===== config.mk =====
export PLATFORM = sky130hd
export DESIGN_NAME = pulse_peak_rate_meter_top_flat
export DESIGN_NICKNAME = d
export VERILOG_FILES = /design/src/ppr_pkg.sv /design/src/ppr_if.sv /design/src/ppr_ctrl.sv /design/src/ppr_dp.sv /design/src/pulse_peak_rate_meter_top.sv /design/src/flat_wrapper.sv
export VERILOG_INCLUDE_DIRS = /design/src /design/src/src
export SDC_FILE = /design/constraint.sdc
export NUM_CORES = 1
export LEC_CHECK = 0
export ABC_AREA = 1
export BUFFER_PORTS_ARGS = -buffer_cell sky130_fd_sc_hd__clkbuf_2
export CAP_MARGIN = 5
export CORE_ASPECT_RATIO = 0.9
export CORE_UTILIZATION = 67
export CTS_CLUSTER_SIZE = 10
export DETAILED_ROUTE_END_ITERATION = 6
export GPL_TIMING_DRIVEN = 1
export PLACE_DENSITY = 0.84
export SYNTH_ARGS = -nofsm -noshare
export SYNTH_HDL_FRONTEND = slang
export SYNTH_SLANG_ARGS = --single-unit
export TNS_END_PERCENT = 20

===== constraint.sdc =====
create_clock -name clk -period 13.3 [get_ports clk]
set_input_delay 2.66 -clock clk [delete_from_list [all_inputs] [get_ports clk]]
set_output_delay 2.66 -clock clk [all_outputs]
set_load 0.02 [all_outputs]

===== src/pulse_peak_rate_meter_top_macros.svh =====
// ----------------------------------------------------------------------------
// pulse_peak_rate_meter_top_macros
// assertion helpers shared by the rate meter
// ----------------------------------------------------------------------------
`ifndef PULSE_PEAK_RATE_METER_TOP_MACROS_SVH
`define PULSE_PEAK_RATE_METER_TOP_MACROS_SVH

// same-cycle implication, disabled while in reset
`define PPR_ASSERT_NOW(lbl, ante, cons, msg) \
  lbl: assert property (@(posedge clk) disable iff (!rst_n) (ante) |-> (cons)) else $error(msg);

// next-cycle implication, disabled while in reset
`define PPR_ASSERT_NXT(lbl, ante, cons, msg) \
  lbl: assert property (@(posedge clk) disable iff (!rst_n) (ante) |=> (cons)) else $error(msg);

`endif


===== src/ppr_pkg.sv =====
// ----------------------------------------------------------------------------
// ppr_pkg
// types and constants of the pulse peak rate meter
// ----------------------------------------------------------------------------
package ppr_pkg;

  localparam int SAMPLE_BITS = 14;
  localparam int TIME_BITS   = 32;
  localparam int FREQ_BITS   = 20;
  localparam int BPM_BITS    = 24;

  // both quotients are worked out over the wider numerator
  localparam int QUO_BITS  = BPM_BITS;
  localparam int DIV_STEPS = QUO_BITS;
  localparam int STEP_BITS = $clog2(DIV_STEPS);

  localparam logic [QUO_BITS-1:0] FREQ_NUM = QUO_BITS'(1000000);
  localparam logic [QUO_BITS-1:0] BPM_NUM  = QUO_BITS'(15360000);

  localparam logic OP_SAMPLE = 1'b0;
  localparam logic OP_TICK   = 1'b1;

  typedef enum logic [1:0] {
    ST_IDLE,
    ST_DIV,
    ST_DONE
  } ctrl_state_t;

  typedef struct packed {
    logic                 accept;
    logic                 div_step;
    logic [STEP_BITS-1:0] step_idx;
    logic                 out_load;
  } ctrl_cmd_t;

  typedef struct packed {
    logic beat;
    logic zero;
  } dp_status_t;

endpackage


===== src/ppr_if.sv =====
// ----------------------------------------------------------------------------
// ppr_if
// request channels of the pulse peak rate meter
// ----------------------------------------------------------------------------
interface ppr_in_if;
  logic                           valid;
  logic                           ready;
  logic                           opcode;
  logic [ppr_pkg::SAMPLE_BITS-1:0] sample_value;

  modport source (output valid, output opcode, output sample_value, input ready);
  modport sink   (input valid, input opcode, input sample_value, output ready);
endinterface

interface ppr_out_if;
  logic                           valid;
  logic                           ready;
  logic                           beat;
  logic [ppr_pkg::SAMPLE_BITS-1:0] peak_value;
  logic [ppr_pkg::TIME_BITS-1:0]   interval_ms;
  logic [ppr_pkg::FREQ_BITS-1:0]   freq_millihertz;
  logic [ppr_pkg::BPM_BITS-1:0]    bpm_q8;
  logic                           zero_period;

  modport source (output valid, output beat, output peak_value, output interval_ms,
                  output freq_millihertz, output bpm_q8, output zero_period,
                  input ready);
  modport sink   (input valid, input beat, input peak_value, input interval_ms,
                  input freq_millihertz, input bpm_q8, input zero_period,
                  output ready);
endinterface


===== src/ppr_ctrl.sv =====
// ----------------------------------------------------------------------------
// ppr_ctrl
// sequencer: takes requests, runs the divider, loads the result register
// ----------------------------------------------------------------------------
module ppr_ctrl (
  input  logic                clk,
  input  logic                rst_n,
  input  logic                in_valid,
  output logic                in_ready,
  output logic                out_valid,
  input  logic                out_ready,
  input  ppr_pkg::dp_status_t status,
  output ppr_pkg::ctrl_cmd_t  cmd
);

  ppr_pkg::ctrl_state_t          state_r, state_nxt;
  logic [ppr_pkg::STEP_BITS-1:0] cnt_r, cnt_nxt;
  logic                          out_valid_r, out_valid_nxt;

  always_ff @(posedge clk) begin
    if (!rst_n) begin
      state_r     <= ppr_pkg::ST_IDLE;
      cnt_r       <= '0;
      out_valid_r <= 1'b0;
    end else begin
      state_r     <= state_nxt;
      cnt_r       <= cnt_nxt;
      out_valid_r <= out_valid_nxt;
    end
  end

  always_comb begin
    state_nxt = state_r;
    cnt_nxt   = cnt_r;
    cmd       = '0;
    in_ready  = 1'b0;
    case (state_r)
      ppr_pkg::ST_IDLE: begin
        in_ready   = 1'b1;
        cmd.accept = in_valid;
        if (in_valid && status.beat) begin
          if (status.zero) begin
            // rates saturate, nothing to divide
            state_nxt = ppr_pkg::ST_DONE;
          end else begin
            state_nxt = ppr_pkg::ST_DIV;
            cnt_nxt   = ppr_pkg::STEP_BITS'(ppr_pkg::DIV_STEPS - 1);
          end
        end
      end
      ppr_pkg::ST_DIV: begin
        cmd.div_step = 1'b1;
        cmd.step_idx = cnt_r;
        if (cnt_r == '0) begin
          state_nxt = ppr_pkg::ST_DONE;
        end else begin
          cnt_nxt = cnt_r - 1'b1;
        end
      end
      ppr_pkg::ST_DONE: begin
        // wait for the result register to free up
        if (!out_valid_r || out_ready) begin
          cmd.out_load = 1'b1;
          state_nxt    = ppr_pkg::ST_IDLE;
        end
      end
      default: begin
        state_nxt = ppr_pkg::ST_IDLE;
      end
    endcase
  end

  always_comb begin
    if (cmd.out_load) begin
      out_valid_nxt = 1'b1;
    end else if (out_ready) begin
      out_valid_nxt = 1'b0;
    end else begin
      out_valid_nxt = out_valid_r;
    end
  end

  assign out_valid = out_valid_r;

endmodule


===== src/ppr_dp.sv =====
// ----------------------------------------------------------------------------
// ppr_dp
// peak detector, millisecond timer, serial divider and result register
// ----------------------------------------------------------------------------
module ppr_dp (
  input  logic                            clk,
  input  logic                            rst_n,
  input  logic                            in_opcode,
  input  logic [ppr_pkg::SAMPLE_BITS-1:0] in_sample,
  input  ppr_pkg::ctrl_cmd_t              cmd,
  output ppr_pkg::dp_status_t             status,
  output logic [ppr_pkg::SAMPLE_BITS-1:0] res_peak,
  output logic [ppr_pkg::TIME_BITS-1:0]   res_period,
  output logic [ppr_pkg::FREQ_BITS-1:0]   res_freq,
  output logic [ppr_pkg::BPM_BITS-1:0]    res_bpm,
  output logic                            res_zero
);

  localparam int TB = ppr_pkg::TIME_BITS;
  localparam int QB = ppr_pkg::QUO_BITS;

  // detector and timer state
  logic                            rising_r, rising_nxt;
  logic [ppr_pkg::SAMPLE_BITS-1:0] prev_r, peak_r;
  logic [TB-1:0]                   ms_cnt_r, last_beat_r;

  // divider
  logic [TB-1:0] div_r, rem_f_r, rem_b_r;
  logic [QB-1:0] quo_f_r, quo_b_r;
  logic          zero_r;

  // result register
  logic [ppr_pkg::SAMPLE_BITS-1:0] o_peak_r;
  logic [TB-1:0]                   o_period_r;
  logic [ppr_pkg::FREQ_BITS-1:0]   o_freq_r;
  logic [ppr_pkg::BPM_BITS-1:0]    o_bpm_r;
  logic                            o_zero_r;

  logic          is_sample, rise_armed, beat_now;
  logic [TB-1:0] period;
  logic [TB:0]   trial_f, trial_b, diff_f, diff_b;

  assign is_sample  = (in_opcode == ppr_pkg::OP_SAMPLE);
  assign rise_armed = rising_r | (in_sample > prev_r);
  assign beat_now   = is_sample & rise_armed & (in_sample < prev_r);
  assign rising_nxt = beat_now ? 1'b0 : rise_armed;
  assign period     = ms_cnt_r - last_beat_r;

  assign status.beat = beat_now;
  assign status.zero = (period == '0);

  // restoring step for both numerators at once
  assign trial_f = {rem_f_r, ppr_pkg::FREQ_NUM[cmd.step_idx]};
  assign trial_b = {rem_b_r, ppr_pkg::BPM_NUM[cmd.step_idx]};
  assign diff_f  = trial_f - {1'b0, div_r};
  assign diff_b  = trial_b - {1'b0, div_r};

  always_ff @(posedge clk) begin
    if (!rst_n) begin
      rising_r    <= 1'b0;
      prev_r      <= '0;
      peak_r      <= '0;
      ms_cnt_r    <= '0;
      last_beat_r <= '0;
    end else if (cmd.accept) begin
      if (!is_sample) begin
        ms_cnt_r <= ms_cnt_r + 1'b1;
      end else begin
        rising_r <= rising_nxt;
        prev_r   <= in_sample;
        if (beat_now) begin
          peak_r      <= prev_r;
          last_beat_r <= ms_cnt_r;
        end
      end
    end
  end

  always_ff @(posedge clk) begin
    if (cmd.accept && beat_now) begin
      div_r      <= period;
      zero_r     <= (period == '0);
      rem_f_r    <= '0;
      rem_b_r    <= '0;
      if (period == '0) begin
        quo_f_r <= ppr_pkg::FREQ_NUM;
        quo_b_r <= ppr_pkg::BPM_NUM;
      end else begin
        quo_f_r <= '0;
        quo_b_r <= '0;
      end
    end else if (cmd.div_step) begin
      if (!diff_f[TB]) begin
        rem_f_r <= diff_f[TB-1:0];
        quo_f_r <= {quo_f_r[QB-2:0], 1'b1};
      end else begin
        rem_f_r <= trial_f[TB-1:0];
        quo_f_r <= {quo_f_r[QB-2:0], 1'b0};
      end
      if (!diff_b[TB]) begin
        rem_b_r <= diff_b[TB-1:0];
        quo_b_r <= {quo_b_r[QB-2:0], 1'b1};
      end else begin
        rem_b_r <= trial_b[TB-1:0];
        quo_b_r <= {quo_b_r[QB-2:0], 1'b0};
      end
    end
  end

  // peak and period stay in peak_r and div_r until the load
  always_ff @(posedge clk) begin
    if (cmd.out_load) begin
      o_peak_r   <= peak_r;
      o_period_r <= div_r;
      o_freq_r   <= quo_f_r[ppr_pkg::FREQ_BITS-1:0];
      o_bpm_r    <= quo_b_r[ppr_pkg::BPM_BITS-1:0];
      o_zero_r   <= zero_r;
    end
  end

  assign res_peak   = o_peak_r;
  assign res_period = o_period_r;
  assign res_freq   = o_freq_r;
  assign res_bpm    = o_bpm_r;
  assign res_zero   = o_zero_r;

endmodule


===== src/pulse_peak_rate_meter_top.sv =====
// ----------------------------------------------------------------------------
// pulse_peak_rate_meter_top
// heart rate meter timing the interval between pulse peaks
// ----------------------------------------------------------------------------
// Input channel in_ch carries either a one millisecond tick or a sensor
// sample. Ticks and samples that do not complete a peak are taken one per
// cycle while no beat is in progress and give no result. A sample that
// completes a peak gives one request on out_ch with the peak value, the period
// in ms, the frequency in mHz and the rate in bpm with 8 fraction bits.
// Such a beat request runs a restoring divider, one quotient bit per cycle
// over the 24 quotient bits, both rates side by side; the result register is
// loaded once the divider is through and the register is free, and the input
// is held off until then. A beat with zero period skips the divider and is
// loaded with both rates saturated.
// The result register keeps one request while the next items are taken; if a
// second beat finishes before the first is taken, in_ch stalls until out_ch
// accepts. Synchronous reset clears the counters, the detector and out valid.
// ----------------------------------------------------------------------------
`include "pulse_peak_rate_meter_top_macros.svh"

module pulse_peak_rate_meter_top (
  input  logic       clk,
  input  logic       rst_n,
  ppr_in_if.sink     in_ch,
  ppr_out_if.source  out_ch
);

  ppr_pkg::ctrl_cmd_t  cmd;
  ppr_pkg::dp_status_t status;

  ppr_ctrl u_ctrl (
    .clk       (clk),
    .rst_n     (rst_n),
    .in_valid  (in_ch.valid),
    .in_ready  (in_ch.ready),
    .out_valid (out_ch.valid),
    .out_ready (out_ch.ready),
    .status    (status),
    .cmd       (cmd)
  );

  ppr_dp u_dp (
    .clk        (clk),
    .rst_n      (rst_n),
    .in_opcode  (in_ch.opcode),
    .in_sample  (in_ch.sample_value),
    .cmd        (cmd),
    .status     (status),
    .res_peak   (out_ch.peak_value),
    .res_period (out_ch.interval_ms),
    .res_freq   (out_ch.freq_millihertz),
    .res_bpm    (out_ch.bpm_q8),
    .res_zero   (out_ch.zero_period)
  );

  assign out_ch.beat = 1'b1;

  `PPR_ASSERT_NOW(a_no_take_while_div, cmd.div_step, !in_ch.ready, "input taken during divide")
  `PPR_ASSERT_NXT(a_load_sets_valid, cmd.out_load, out_ch.valid, "result load lost")
  `PPR_ASSERT_NXT(a_beat_starts_div, cmd.accept && status.beat && !status.zero,
                  cmd.div_step, "beat did not start divider")
  `PPR_ASSERT_NXT(a_zero_skips_div, cmd.accept && status.beat && status.zero,
                  !cmd.div_step, "zero period ran divider")

endmodule


===== src/flat_wrapper.sv =====
// flat-port wrapper written by rule: the top's interface ports become plain ports
module pulse_peak_rate_meter_top_flat 
  (clk, rst_n, in_ch_valid, in_ch_opcode, in_ch_sample_value, in_ch_ready, out_ch_valid, out_ch_beat, out_ch_peak_value, out_ch_interval_ms, out_ch_freq_millihertz, out_ch_bpm_q8, out_ch_zero_period, out_ch_ready);
  ppr_in_if in_ch_i ();
  ppr_out_if out_ch_i ();
  input  logic clk;
  input  logic rst_n;
  input wire logic [$bits(in_ch_i.valid)-1:0] in_ch_valid;
  input wire logic [$bits(in_ch_i.opcode)-1:0] in_ch_opcode;
  input wire logic [$bits(in_ch_i.sample_value)-1:0] in_ch_sample_value;
  output wire logic [$bits(in_ch_i.ready)-1:0] in_ch_ready;
  output wire logic [$bits(out_ch_i.valid)-1:0] out_ch_valid;
  output wire logic [$bits(out_ch_i.beat)-1:0] out_ch_beat;
  output wire logic [$bits(out_ch_i.peak_value)-1:0] out_ch_peak_value;
  output wire logic [$bits(out_ch_i.interval_ms)-1:0] out_ch_interval_ms;
  output wire logic [$bits(out_ch_i.freq_millihertz)-1:0] out_ch_freq_millihertz;
  output wire logic [$bits(out_ch_i.bpm_q8)-1:0] out_ch_bpm_q8;
  output wire logic [$bits(out_ch_i.zero_period)-1:0] out_ch_zero_period;
  input wire logic [$bits(out_ch_i.ready)-1:0] out_ch_ready;
  assign in_ch_i.valid = in_ch_valid;
  assign in_ch_i.opcode = in_ch_opcode;
  assign in_ch_i.sample_value = in_ch_sample_value;
  assign in_ch_ready = in_ch_i.ready;
  assign out_ch_valid = out_ch_i.valid;
  assign out_ch_beat = out_ch_i.beat;
  assign out_ch_peak_value = out_ch_i.peak_value;
  assign out_ch_interval_ms = out_ch_i.interval_ms;
  assign out_ch_freq_millihertz = out_ch_i.freq_millihertz;
  assign out_ch_bpm_q8 = out_ch_i.bpm_q8;
  assign out_ch_zero_period = out_ch_i.zero_period;
  assign out_ch_i.ready = out_ch_ready;
  pulse_peak_rate_meter_top u_core (.clk(clk), .rst_n(rst_n), .in_ch(in_ch_i), .out_ch(out_ch_i));
endmodule

==> reports/results.md, run 1 <==
| Item | Value |
|:---|:---|
| Remaining global-route overflow | 0 |
| Mapped Cells | 2524 |
| R2r endpoint | u_core.u_dp.rem_f_r[26] |
| Share of the core filled with cells | 75.8% |
| Remaining antenna violation count after routing | 0 |
| Maximum cell stage delay along the critical path | 630 ps |
| Deepest clock path buffer count | 3 |
| GRT Overall Usage | 35.3% |
| Worst-path clk slew | 60 ps |
| Slowest cell on the critical path | inv_2 |
| Clock Skew | 19.8 ps |
| WHS | 421 ps |
| CP startpoint | u_core.u_ctrl.state_r[0] |
| Final critical-path share of the clock period | 42.7% |
| Routability Congestion | 0.991 |
| Clock root buffer master | clkbuf_16 |
| Post-synthesis async set-or-reset flop share | 0% |
| RSZ-0062 raised after global routing | no |
| Setup total negative slack | 0 ps |
| CP endpoint | u_core.u_dp.rem_f_r[26] |
| Levels on crit path | 25 |
| Port bufs | 111 |
| Net Count, Synth | 2661 |
| Achievable frequency | 176 MHz |
| Final HPWL from detailed placement | 37.9 mm |
| Dominant synthesized flop cell | edfxtp_1 |
| Fill cell count | 2029 |
| Static Leak | 0.00996 uW |
| Nature of the critical path endpoint | flop |
| Relative slew slack | 27.9% |
| Number of buffers created by CTS | 40 |
| Die area | 0.0294 sq mm |
| Reg-to-Reg Start | u_core.u_ctrl.state_r[0] |
| Post-CTS setup buffer count | 0 |
| Height of the die | 163 um |
| Number of flip-flops and latches in the synthesized netlist | 333 |
| Worst-case reg-to-reg path depth | 25 |
| Final setup fails | 0 |
| H-Tree Depth | 2 |
| Violation count after the first detailed-routing iteration | 1796 |
| Sequential area share after synthesis | 43.4% |
| Cell family with most CP delay | buffers and inverters |
| First-pass GRT wire length | 82.1 mm |
| Area taken by flip-flops and latches | 0.00835 sq mm |
| DRC errors left | 0 |
| Post-detailed-route via-to-cell ratio | 5.74 |
| Startpoint types | flop |
| Class of the tightest hold or removal check | reg -> reg |
| Peak supply drop | 118 uV |
| Power Dens Cells | 177 mW/mm^2 |
| Number of slew-limit violations in the final report | 0 |
| Dominant cells by area after synthesis | edfxtp_1, dfxtp_1, nand2_1 |
| Most repeated library cell on the critical path | nand2_1 |
| Initial antenna violation count | 0 |
| Num ports | 113 |
| Pin slew with the least headroom to its limit | 1080 ps |
| Min Clock Period, post-route | 5680 ps |
| Top cell type's share of synthesized area | 26.2% |
| Number of maximum-capacitance constraint violations | 0 |
| Final-report hold violation count | 0 |
| Synthesized cell area | 0.0192 sq mm |
| Die width | 181 um |
| Area growth syn-to-layout | 10.7% |
| Quantity of hold-fixing buffers added after cts | 0 |
| Initial core utilization | 68.5% |
| R2R Setup Slk | 7620 ps |
| Count of buffering cells on the critical path with inverters included | 6 |
| Synth cell types | 51 |
| TritonCTS clock tree | done |
| Average routed wire per standard cell | 17.2 um |
| Status | finished clean |
| Core Region | 0.0281 sq mm |
| Number of rows in the core area | 58 |
| Maximum number of pins on one net before global-route repair | 95 |
| Average instance area after synthesis | 7.62 sq um |
| Ratio of cells with drive above 1 in the final layout | 9.16% |
| Antenna Cells | 0 |
| Final layout net count | 2765 |
| Crit Path Max Fanout | 70 |
| Library cell with the largest summed area after synthesis | edfxtp_1 |
| Number of global-route vias before repair | 16147 |
| Req. time, crit path | 13750 ps |
| Count of TritonRoute iterations in the first routing pass | 7 |
| Clock latency on the worst-skew pair | 550 ps |
| Crit path kind | reg -> reg |
| Wire length reported by the detailed router | 51.9 mm |
| EDFF count, synth | 168 |
| Clk sink count | 333 |
| YS warnings | 0 |
| Via count | 17310 |
| Area taken by multi-input logic gates | 0.00910 sq mm |
| Worst EP arrival | 6130 ps |
| Number of resized instances in the post-cts repair step | 0 |
synthesized netlist by cell type, types with 3 or more instances:
| master | number |
|---|---|
| a21o_1 | 7 |
| a31oi_1 | 10 |
| nor3_2 | 4 |
| nor4_1 | 10 |
| xor2_1 | 39 |
| dfxtp_1 | 165 |
| fa_1 | 3 |
| nand2_2 | 26 |
| o21bai_1 | 13 |
| nand2_1 | 631 |
| nand4_1 | 33 |
| nor2_2 | 14 |
| ha_1 | 115 |
| clkbuf_1 | 36 |
| inv_2 | 9 |
| buf_2 | 10 |
| xnor2_1 | 20 |
| o211ai_1 | 19 |
| buf_1 | 8 |
| or2_2 | 8 |
| inv_1 | 406 |
| o21ai_1 | 20 |
| a21oi_1 | 183 |
| nand3_2 | 6 |
| nor3b_1 | 5 |
| edfxtp_1 | 168 |
| o21ai_0 | 148 |
| nor2_4 | 5 |
| a21boi_0 | 3 |
| o21a_1 | 14 |
| and2_1 | 4 |
| nor3_1 | 29 |
| nor2_1 | 223 |
| nand3_1 | 104 |
placed cells by master, fill, tap and decap left out, types with 4 or more instances in the layout:
cell type and instances:
nor3b_1 5, ha_1 115, inv_1 406, or2_2 8, xnor2_1 20, dfxtp_1 165, buf_4 8, nor2_2 14
o21bai_1 13, nand4_1 33, clkbuf_2 111, nor2_4 7, nand2_1 631, a21oi_1 183, clkbuf_16 40, inv_2 9
edfxtp_1 168, nand2_2 26, clkbuf_1 20, a31oi_1 10, o21ai_1 20, nor4_1 10, xor2_1 39, o21a_1 14
nor2_1 221, a21o_1 7, nand3_1 104, nor3_2 5, nand3_2 6, o21ai_0 148, nor3_1 28, and2_1 4
o211ai_1 19
state kept, by name (all words and copies together), names as in the netlist, 20 cells and up:
signal and flops:
u_core.u_dp.rem_b_r 32, u_core.u_dp.ms_cnt_r 32, u_core.u_dp.res_freq 20, u_core.u_dp.div_r 32
u_core.u_dp.last_beat_r 32, u_core.u_dp.res_period 32, u_core.u_dp.rem_f_r 32, u_core.u_dp.quo_b_r 24
u_core.u_dp.res_bpm 24, u_core.u_dp.quo_f_r 20
through the flow:
| step | std cells | setup slack [ps] | power [uW] | cell area, sq um |
|---|---|---|---|---|
| global placement | 2946 | 7780 | 2670 | 20100 |
| finish | 3014 | 7620 | 3780 | 21300 |
| floorplan | 2524 | 3780 | 2370 | 19200 |
| global route | 3014 | 7130 | 4000 | 21300 |
| detailed placement | 2946 | 7710 | 2710 | 20100 |
| CTS | 3014 | 7730 | 3740 | 21300 |
worst min-delay path by stage:
stage | cells past startpoint | end | slack (ps) | startpoint
floorplan | 0 | u_core.u_dp.res_bpm[23] | 400 | u_core.u_dp.quo_b_r[23]
global placement | 0 | u_core.u_dp.res_peak[5] | 410 | u_core.u_dp.peak_r[5]
detailed placement | 0 | u_core.u_dp.res_freq[19] | 410 | u_core.u_dp.quo_f_r[19]
CTS | 0 | u_core.u_dp.res_freq[19] | 420 | u_core.u_dp.quo_f_r[19]
global route | 0 | u_core.u_dp.res_bpm[23] | 430 | u_core.u_dp.quo_b_r[23]
finish | 0 | u_core.u_dp.res_freq[19] | 420 | u_core.u_dp.quo_f_r[19]
layout make-up:
| type | count | share of cell area (%) |
|---|---|---|
| multi-input cells | 1718 | 42.7 |
| flip-flops and latches | 333 | 39.2 |
| inverters | 416 | 7.34 |
| clock buffers | 61 | 5.12 |
| repair buffers | 119 | 2.89 |
| well taps | 360 | 2.12 |
| clock inverters | 7 | 0.558 |
logic make-up after synthesis:
group,after synthesis,synth area share (%)
adders and majority gates,118,7.79
and+or+nand+nor,1109,24.5
AOI/OAI and AO/OA,431,12.2
xor gates and xnor gates,59,2.69
DFF,333,43.4
buffers and inverters,473,9.39
other,1,0.0195
power breakdown:
group          internal, uW  switching [uW]
registers              1200             104
logic                   494             970
clock network           588             423
layer usage:
metal | up-vias | share of wire, % | wire length [um] | GRT usage, %
met3 | 131 | 7.8 | 4070 | 5.01
li1 | 8419 | - | - | -
met4 | 0 | 3.1 | 1630 | 12.2
met1 | 7993 | 40 | 21000 | 44.5
met5 | - | 0 | 0 | 0
met2 | 767 | 49 | 25200 | 62.3
No activity file was read; power rests on OpenSTA's default activity.
==> run 2, diff against run 1 <==
ABC_AREA = 0   (was 1)
CORE_UTILIZATION = 61   (was 67)
PLACE_DENSITY = 0.77   (was 0.84)
clock period = 5.7 ns   (was 13.3 ns; I/O delays follow)
==> run 2 against run 1 <==
  * The run now ends with DRC left
  * Core utilization is 6.3 points lower
  * Synthesized cell count shrank 28%
  * Clock skew shrank 4.2 ps
  * Register-to-register slack got worse by 7100 ps
  * Total power up 120%
  * Hold slack got worse by 6.3 ps
  * Sequential share of layout area rose by 3.8 points
  * Non-clock buffer count grew 7
  * Cell count shrank 24%
  * Fmax increased by 9.2%
  * First-iteration DRC count fell by 45%
  * Clock power grew 130%
  * Critical path type unchanged
  * Critical endpoint is now u_core.u_dp.rem_b_r[28]
  * Largest power group is now sequential cells
  * Highest routed layer unchanged
==> reports/results.md, run 2 <==
| Item | Value | Delta |
|:---|:---|:---|
| Dominant synthesized flop cell | edfxtp_1 |  |
| Cell Chain, Critical Path | nor2b_2 -> nand2_1 -> ha_1 -> nor4bb_1 -> a21oi_1 -> nor2_1 -> inv_1 -> ha_1 -> inv_1 -> fa_1 -> a21oi_1 -> o21ai_0 -> a21oi_1 -> o21bai_1 -> a31o_2 -> a31oi_1 -> a21oi_1 -> a221o_1 -> xnor2_2 -> buf_4 -> or2_2 -> nor3_1 -> a311o_1 |  |
| Clock root buffer master | clkbuf_16 |  |
| Die area | 0.0291 sq mm | -0.94% |
| Achievable frequency | 192 MHz | +9.2% |
| R2r endpoint | u_core.u_dp.rem_b_r[28] |  |
| Remaining antenna violation count after routing | 0 | unchanged |
| Remaining global-route overflow | 0 | unchanged |
| Area taken by multi-input logic gates | 0.00832 sq mm | -8.6% |
| Ratio of cells with drive above 1 in the final layout | 10.4% | +1.2 points |
| Peak supply drop | 342 uV | +190% |
| Worst hold path startpoint | u_core.u_dp.quo_f_r[19] |  |
| Final layout net count | 2051 | -26% |
| Maximum number of pins on one net before global-route repair | 74 | -22% |
| Static Leak | 0.00791 uW | -21% |
| Area growth syn-to-layout | 11.9% |  |
| Crit Path Max Fanout | 33 | -53% |
| Sequential area share after synthesis | 48.1% | +4.7 points |
| Clock latency on the worst-skew pair | 540 ps | about the same |
| Average routed wire per standard cell | 16.5 um | -4.2% |
| Reg-to-Reg Start | u_core.u_ctrl.state_r[0] |  |
| Post-CTS setup buffer count | 0 | unchanged |
| Number of resized instances in the post-cts repair step | 0 | unchanged |
| Via count | 13356 | -23% |
| Worst-path clk slew | 60 ps | about the same |
| Synthesized cell area | 0.0173 sq mm | -9.8% |
| Quantity of hold-fixing buffers added after cts | 0 | unchanged |
| Area taken by flip-flops and latches | 0.00835 sq mm | unchanged |
| Number of buffers created by CTS | 40 | unchanged |
| GRT Overall Usage | 26.0% | -9.3 points |
| Startpoint types | flop |  |
| Net load switching power | 2790 uW | +87% |
| Violation count after the first detailed-routing iteration | 983 | -45% |
| Die width | 180 um | -0.47% |
| Final instance count without filler cells | 2304 | -24% |
| Wire length reported by the detailed router | 38.0 mm | -27% |
| Part of the power in the clock network | 28.2% | +1.4 points |
| R2R Setup Slk | 500 ps | -7120 ps |
| Combinational Power Share | 35.5% | -3.3 points |
| Maximum cell stage delay along the critical path | 470 ps | -160 ps |
| RSZ-0062 raised after global routing | no |  |
| YS warnings | 0 | unchanged |
| Class of the tightest hold or removal check | reg -> reg |  |
| Final HPWL from detailed placement | 26.7 mm | -30% |
| Dominant cells by area after synthesis | edfxtp_1, dfxtp_1, ha_1 |  |
| Library cell with the highest instance count after synthesis | nand2_1 |  |
| Top library cells by usage in the layout, fill and taps aside | nand2_1, a21oi_1, edfxtp_1 |  |
| Mapped Cells | 1821 | -28% |
| Setup total negative slack | 0 ps | unchanged |
| Routability Congestion | 0.873 | -12% |
| Height of the die | 162 um | -0.47% |
| Min Clock Period, post-route | 5200 ps | -478 ps |
| Worst-case reg-to-reg path depth | 23 | -8.0% |
| Clock Skew | 15.6 ps | -4.23 ps |
| Violated checks | DRC |  |
| Pin slew with the least headroom to its limit | 829 ps | -252 ps |
| Crit path kind | reg -> reg |  |
| Switching share of power | 34.0% | -5.7 points |
| Final critical-path share of the clock period | 91.2% | +49 points |
| Final-report hold violation count | 0 | unchanged |
| Initial antenna violation count | 1 | +1 |
| Most repeated library cell on the critical path | a21oi_1 |  |
| Deepest clock path buffer count | 3 | unchanged |
| Average instance area after synthesis | 9.52 sq um | +25% |
| Worst hold path depth | 0 | unchanged |
| Terminating pin of the worst hold path | u_core.u_dp.res_freq[19] |  |
| Status | complete, but fails checks |  |
| Placed cells | 2232 | -24% |
| Top cell type's share of synthesized area | 29.1% | +2.9 points |
| Post-synthesis async set-or-reset flop share | 0% | unchanged |
| Count of TritonRoute iterations in the first routing pass | 7 | unchanged |
| DRC errors left | 2 | +2 |
| Number of global-route vias before repair | 12679 | -21% |
| Power Internal | 5430 uW | +140% |
| Most common library cell in the layout ignoring fill and taps | nand2_1 |  |
| TritonCTS clock tree | done |  |
| H-Tree Depth | 2 | unchanged |
| Worst EP arrival | 5620 ps | -510 ps |
| First-pass GRT wire length | 62.1 mm | -24% |
| Clk sink count | 333 | unchanged |
| Power Dens Cells | 423 mW/mm^2 | +140% |
| Power share of the sequential group | 36.3% | +1.9 points |
| Post-synth top cells | nand2_1, a21oi_1, edfxtp_1 |  |
| Number of maximum-capacitance constraint violations | 0 | unchanged |
| Net Count, Synth | 1958 | -26% |
| Number of rows in the core area | 58 | unchanged |
| Number of flip-flops and latches in the synthesized netlist | 333 | unchanged |
| Num ports | 113 | unchanged |
| Port bufs | 111 | unchanged |
| Number of slew-limit violations in the final report | 0 | unchanged |
| Synth cell types | 76 | +49% |
| Post-detailed-route via-to-cell ratio | 5.80 | +0.93% |
| Slowest cell on the critical path | dfxtp_1 |  |
| EDFF count, synth | 168 | unchanged |
| Nature of the critical path endpoint | flop |  |
| Initial core utilization | 62.1% | -6.4 points |
| WHS | 415 ps | -6.25 ps |
| Core Region | 0.0279 sq mm | -0.52% |
| Req. time, crit path | 6120 ps | -7630 ps |
| Fill cell count | 2142 | +5.6% |
| Library cell with the largest summed area after synthesis | edfxtp_1 |  |
| Relative slew slack | 44.5% | +17 points |
| Final setup fails | 0 | unchanged |
[run 2: changes by cell type after synthesis, moves of 28 or more]
cell / previous run / this run
xnor2_1: 20 / 59
nand2_1: 631 / 262
nand3_1: 104 / 51
and2_1: 4 / 36
inv_1: 406 / 114
o21ai_0: 148 / 92
mux2i_1: 0 / 32
nor2_1: 223 / 112
a21o_1: 7 / 35
[run 2: power by group through the flow]
stage | Sequential [uW] | Combinational (uW) | Clock, uW
after global routing | 3010 | 3270 | 2450
final | 2990 | 2920 | 2320
after global placement | 3020 | 2780 | 0
after floorplan | 2960 | 2380 | 0
after detailed placement | 3030 | 2870 | 0
after CTS | 2980 | 2900 | 2360
[run 2: cell type report]
cell class	instances	area share, %
inverter	115	2.22
antenna	1	0.0129
tap	360	2.32
clock buffer	64	5.62
timing repair buffer	126	3.51
sequential	333	43.0
multi-input combinational	1298	42.8
clock inverter	7	0.470
[run 2: worst max-delay path, delay by kind of cell, from the launching register on]
family          cells  cell delay [ps]
compound gates     10             2420
fa+ha+maj           3              840
simple gates        6              740
flops               1              470
buf+inv             3              450
xor+xnor            1              150
[run 2: cells by family after synthesis]
| family | after synthesis | share of synthesized area (%) |
|---|---|---|
| compound gates | 441 | 15.7 |
| xor+xnor | 104 | 5.25 |
| fa+ha+maj | 118 | 8.64 |
| buf+inv | 190 | 4.23 |
| flops | 333 | 48.1 |
| other cells | 1 | 0.0216 |
| simple gates | 602 | 16.2 |
| mux | 32 | 1.85 |
[run 2: worst max-delay path by stage]
stage	depth (start not counted)	end	from
2_1_floorplan	25	u_core.u_dp.quo_b_r[0]	u_core.u_ctrl.state_r[1]
3_3_place_gp	23	u_core.u_dp.rem_b_r[28]	u_core.u_ctrl.state_r[0]
3_5_place_dp	23	u_core.u_dp.rem_b_r[28]	u_core.u_ctrl.state_r[0]
4_1_cts	23	u_core.u_dp.rem_b_r[28]	u_core.u_ctrl.state_r[0]
5_1_grt	23	u_core.u_dp.rem_f_r[16]	u_core.u_ctrl.state_r[0]
6_report	23	u_core.u_dp.rem_b_r[28]	u_core.u_ctrl.state_r[0]
[run 2: per-layer routing]
metal | up-vias | part of all wire (%) | global-route usage (%)
li1 | 6646 | - | -
met1 | 6356 | 46 | 34.7
met2 | 278 | 47 | 43.8
met3 | 76 | 4.5 | 3.97
met4 | 0 | 2.3 | 8.15
met5 | - | 0 | 0
[run 2: per-stage QoR]
stage	utilization, %	power (uW)	cell area [sq um]	worst slack, ps
2_1_floorplan	-	5340	17300	474
3_3_place_gp	65.2	5800	18200	830
3_5_place_dp	65.2	5900	18200	552
4_1_cts	69.5	8230	19400	533
5_1_grt	69.5	8740	19400	102
6_report	69.5	8220	19400	500
==> run 3, diff against run 2 <==
CORE_UTILIZATION = 66   (was 61)
PLACE_DENSITY = 0.83   (was 0.77)
clock period = 6.3 ns   (was 5.7 ns; I/O delays follow)
==> run 3 against run 2 <==
  * The run now ends clean
  * Total power fell by 11%
  * Non-clock buffer count fell by 1
  * Wire length rose by 1.6%
  * Global-route usage rose by 2.4 points
  * Sequential cell count did not move
  * Design area fell by 0.61%
  * Core utilization rose by 6.3 points
  * Fmax fell by 3.6%
  * Sequential power fell by 9.7%
  * Largest power group unchanged
==> reports/results.md, run 3 (synthesis results as in run 2) <==
| Item | Value | Delta |
|:---|:---|:---|
| Deepest clock path buffer count | 3 | unchanged |
| Initial core utilization | 68.1% | +6.0 points |
| Pre-CTS setup slack | 985 ps | +434 ps |
| Die area | 0.0269 sq mm | -7.5% |
| Most repeated library cell on the critical path | a21oi_1 |  |
| Post-CTS setup buffer count | 0 | unchanged |
| Height of the die | 156 um | -3.8% |
| Remaining global-route overflow | 0 | unchanged |
| Met3 routed WL | 1.96 mm | +14% |
| Placed cells | 2213 | -0.85% |
| Terminating pin of the worst hold path | u_core.u_dp.res_bpm[23] |  |
| Number of maximum-capacitance constraint violations | 0 | unchanged |
| Req. time, crit path | 6670 ps | +550 ps |
| Clk sink count | 333 | unchanged |
| RSZ-0062 raised after global routing | no |  |
| Number of rows in the core area | 55 | -5.2% |
| Clock latency on the worst-skew pair | 520 ps | -20 ps |
| Final HPWL from detailed placement | 26.7 mm | unchanged |
| Routed met1 length | 16.9 mm | -3.9% |
| Clock root buffer master | clkbuf_16 |  |
| Worst hold path startpoint | u_core.u_dp.quo_b_r[23] |  |
| Cell Chain, Critical Path | nand2b_2 -> buf_4 -> nor2_1 -> inv_1 -> ha_1 -> inv_1 -> fa_1 -> a21oi_1 -> o21ai_0 -> a21oi_1 -> o21bai_1 -> a31o_2 -> a31oi_1 -> a21oi_1 -> a221o_1 -> xnor2_2 -> buf_4 -> mux2i_1 -> o21ai_0 |  |
| Count of TritonRoute iterations in the first routing pass | 5 | -2 |
| Post-route standard cell area excluding fillers | 0.0193 sq mm | -0.61% |
| Sum of met2 wire segment lengths after detailed routing | 18.6 mm | +4.4% |
| Number of resized instances in the post-cts repair step | 0 | unchanged |
| H-Tree Depth | 2 | unchanged |
| Peak supply drop | 281 uV | -18% |
| Number of buffers created by CTS | 39 | -2.5% |
| Nature of the critical path endpoint | flop |  |
| Area growth syn-to-layout | 11.3% |  |
| Clock Skew | 13.2 ps | -2.39 ps |
| Most common library cell in the layout ignoring fill and taps | nand2_1 |  |
| Routability Congestion | 0.910 | +4.3% |
| Post-placement cell area | 0.0182 sq mm | -0.23% |
| Power Dens Cells | 380 mW/mm^2 | -10% |
| Setup total negative slack | 0 ps | unchanged |
| Antenna Cells | 0 | -1 |
| Top library cells by usage in the layout, fill and taps aside | nand2_1, a21oi_1, edfxtp_1 |  |
| DRC errors left | 0 | -2 |
| Relative slew slack | 26.8% | -18 points |
| Worst-path clk slew | 60 ps | about the same |
| Final layout net count | 2049 | -0.098% |
| Maximum number of pins on one net before global-route repair | 106 | +43% |
| Final instance count without filler cells | 2281 | -1.0% |
| Remaining antenna violation count after routing | 0 | unchanged |
| Via count | 13645 | +2.2% |
| Crit Path Max Fanout | 74 | +120% |
| Quantity of hold-fixing buffers added after cts | 0 | unchanged |
| Min Clock Period, post-route | 5390 ps | +194 ps |
| Crit path kind | reg -> reg |  |
| Worst hold path depth | 0 | unchanged |
| Number of slew-limit violations in the final report | 0 | unchanged |
| Reg-to-Reg Start | u_core.u_ctrl.state_r[1] |  |
| Slowest cell on the critical path | buf_4 |  |
| Core Region | 0.0255 sq mm | -8.9% |
| Pin slew with the least headroom to its limit | 1100 ps | +269 ps |
| Final-report hold violation count | 0 | unchanged |
| Final setup fails | 0 | unchanged |
| TritonCTS clock tree | done |  |
| Port bufs | 111 | unchanged |
| R2r endpoint | u_core.u_dp.rem_b_r[1] |  |
| Highest routed layer | met4 |  |
| GRT Overall Usage | 28.5% | +2.4 points |
| Number of global-route vias before repair | 12967 | +2.3% |
| Initial antenna violation count | 0 | -1 |
| Violation count after the first detailed-routing iteration | 1034 | +5.2% |
| Die width | 173 um | -3.8% |
| Class of the tightest hold or removal check | reg -> reg |  |
| Maximum cell stage delay along the critical path | 550 ps | +80 ps |
| Achievable frequency | 185 MHz | -3.6% |
| First-pass GRT wire length | 62.5 mm | +0.76% |
| Worst EP arrival | 5760 ps | +140 ps |
| Cell family with most CP delay | compound AO/OA/AOI/OAI gates |  |
| Startpoint types | flop |  |
| Count of buffering cells on the critical path with inverters included | 4 | +1 |
| Ratio of cells with drive above 1 in the final layout | 10.2% | -0.24 points |
| Worst-case reg-to-reg path depth | 19 | -17% |
| Status | finished clean |  |
| Post-detailed-route via-to-cell ratio | 5.98 | +3.2% |
| Average routed wire per standard cell | 16.9 um | +2.6% |
| Final critical-path share of the clock period | 85.6% | -5.6 points |
| R2R Setup Slk | 910 ps | +410 ps |
| Static Leak | 0.00787 uW | -0.55% |
| Wire length reported by the detailed router | 38.6 mm | +1.6% |
| Post-route setup slack | 906 ps | +406 ps |
| Num ports | 113 | unchanged |
[run 3: worst max path at each step]
stage	from	end	slack [ps]	depth (start not counted)
after floorplan	out_ch_ready	u_core.u_dp.res_bpm[0]	330	2
after global placement	u_core.u_ctrl.state_r[1]	u_core.u_dp.rem_b_r[3]	1230	19
after detailed placement	u_core.u_ctrl.state_r[1]	u_core.u_dp.rem_b_r[5]	990	20
after CTS	u_core.u_ctrl.state_r[1]	u_core.u_dp.rem_b_r[5]	970	20
after global routing	u_core.u_ctrl.state_r[1]	u_core.u_dp.rem_b_r[2]	450	20
final	u_core.u_ctrl.state_r[1]	u_core.u_dp.rem_b_r[1]	910	19
[run 3: metrics by stage]
stage | power [uW] | hold WS (ps) | utilization [%]
6_report | 7340 | 427 | 75.8
5_1_grt | 7790 | 427 | 75.8
4_1_cts | 7340 | 427 | 75.8
3_5_place_dp | 5320 | 406 | 71.4
3_3_place_gp | 5210 | 401 | 71.4
2_1_floorplan | 4830 | 400 | -
[run 3: power by group]
part           switching, uW  leakage (uW)  internal (uW)  total (uW)
sequential               204       0.00288           2500        2700
clock                    820      0.000530           1180        2000
combinational           1470       0.00445           1160        2630
total                   2490       0.00787           4840        7340
[run 3: area by class of cell]
| type | instances | area [sq um] |
|---|---|---|
| Tap cell | 342 | 428 |
| Sequential cell | 333 | 8350 |
| Multi-Input combinational cell | 1298 | 8320 |
| Timing Repair Buffer | 125 | 661 |
| Inverter | 115 | 432 |
| Fill cell | 1790 | 6160 |
| Clock buffer | 67 | 1100 |
| Clock inverter | 1 | 8.76 |
[run 3: layer usage]
metal	vias to the layer above	track usage, %
met1	6506	37.3
met2	402	49.3
met5	-	0
met3	89	3.41
li1	6648	-
met4	0	9.52
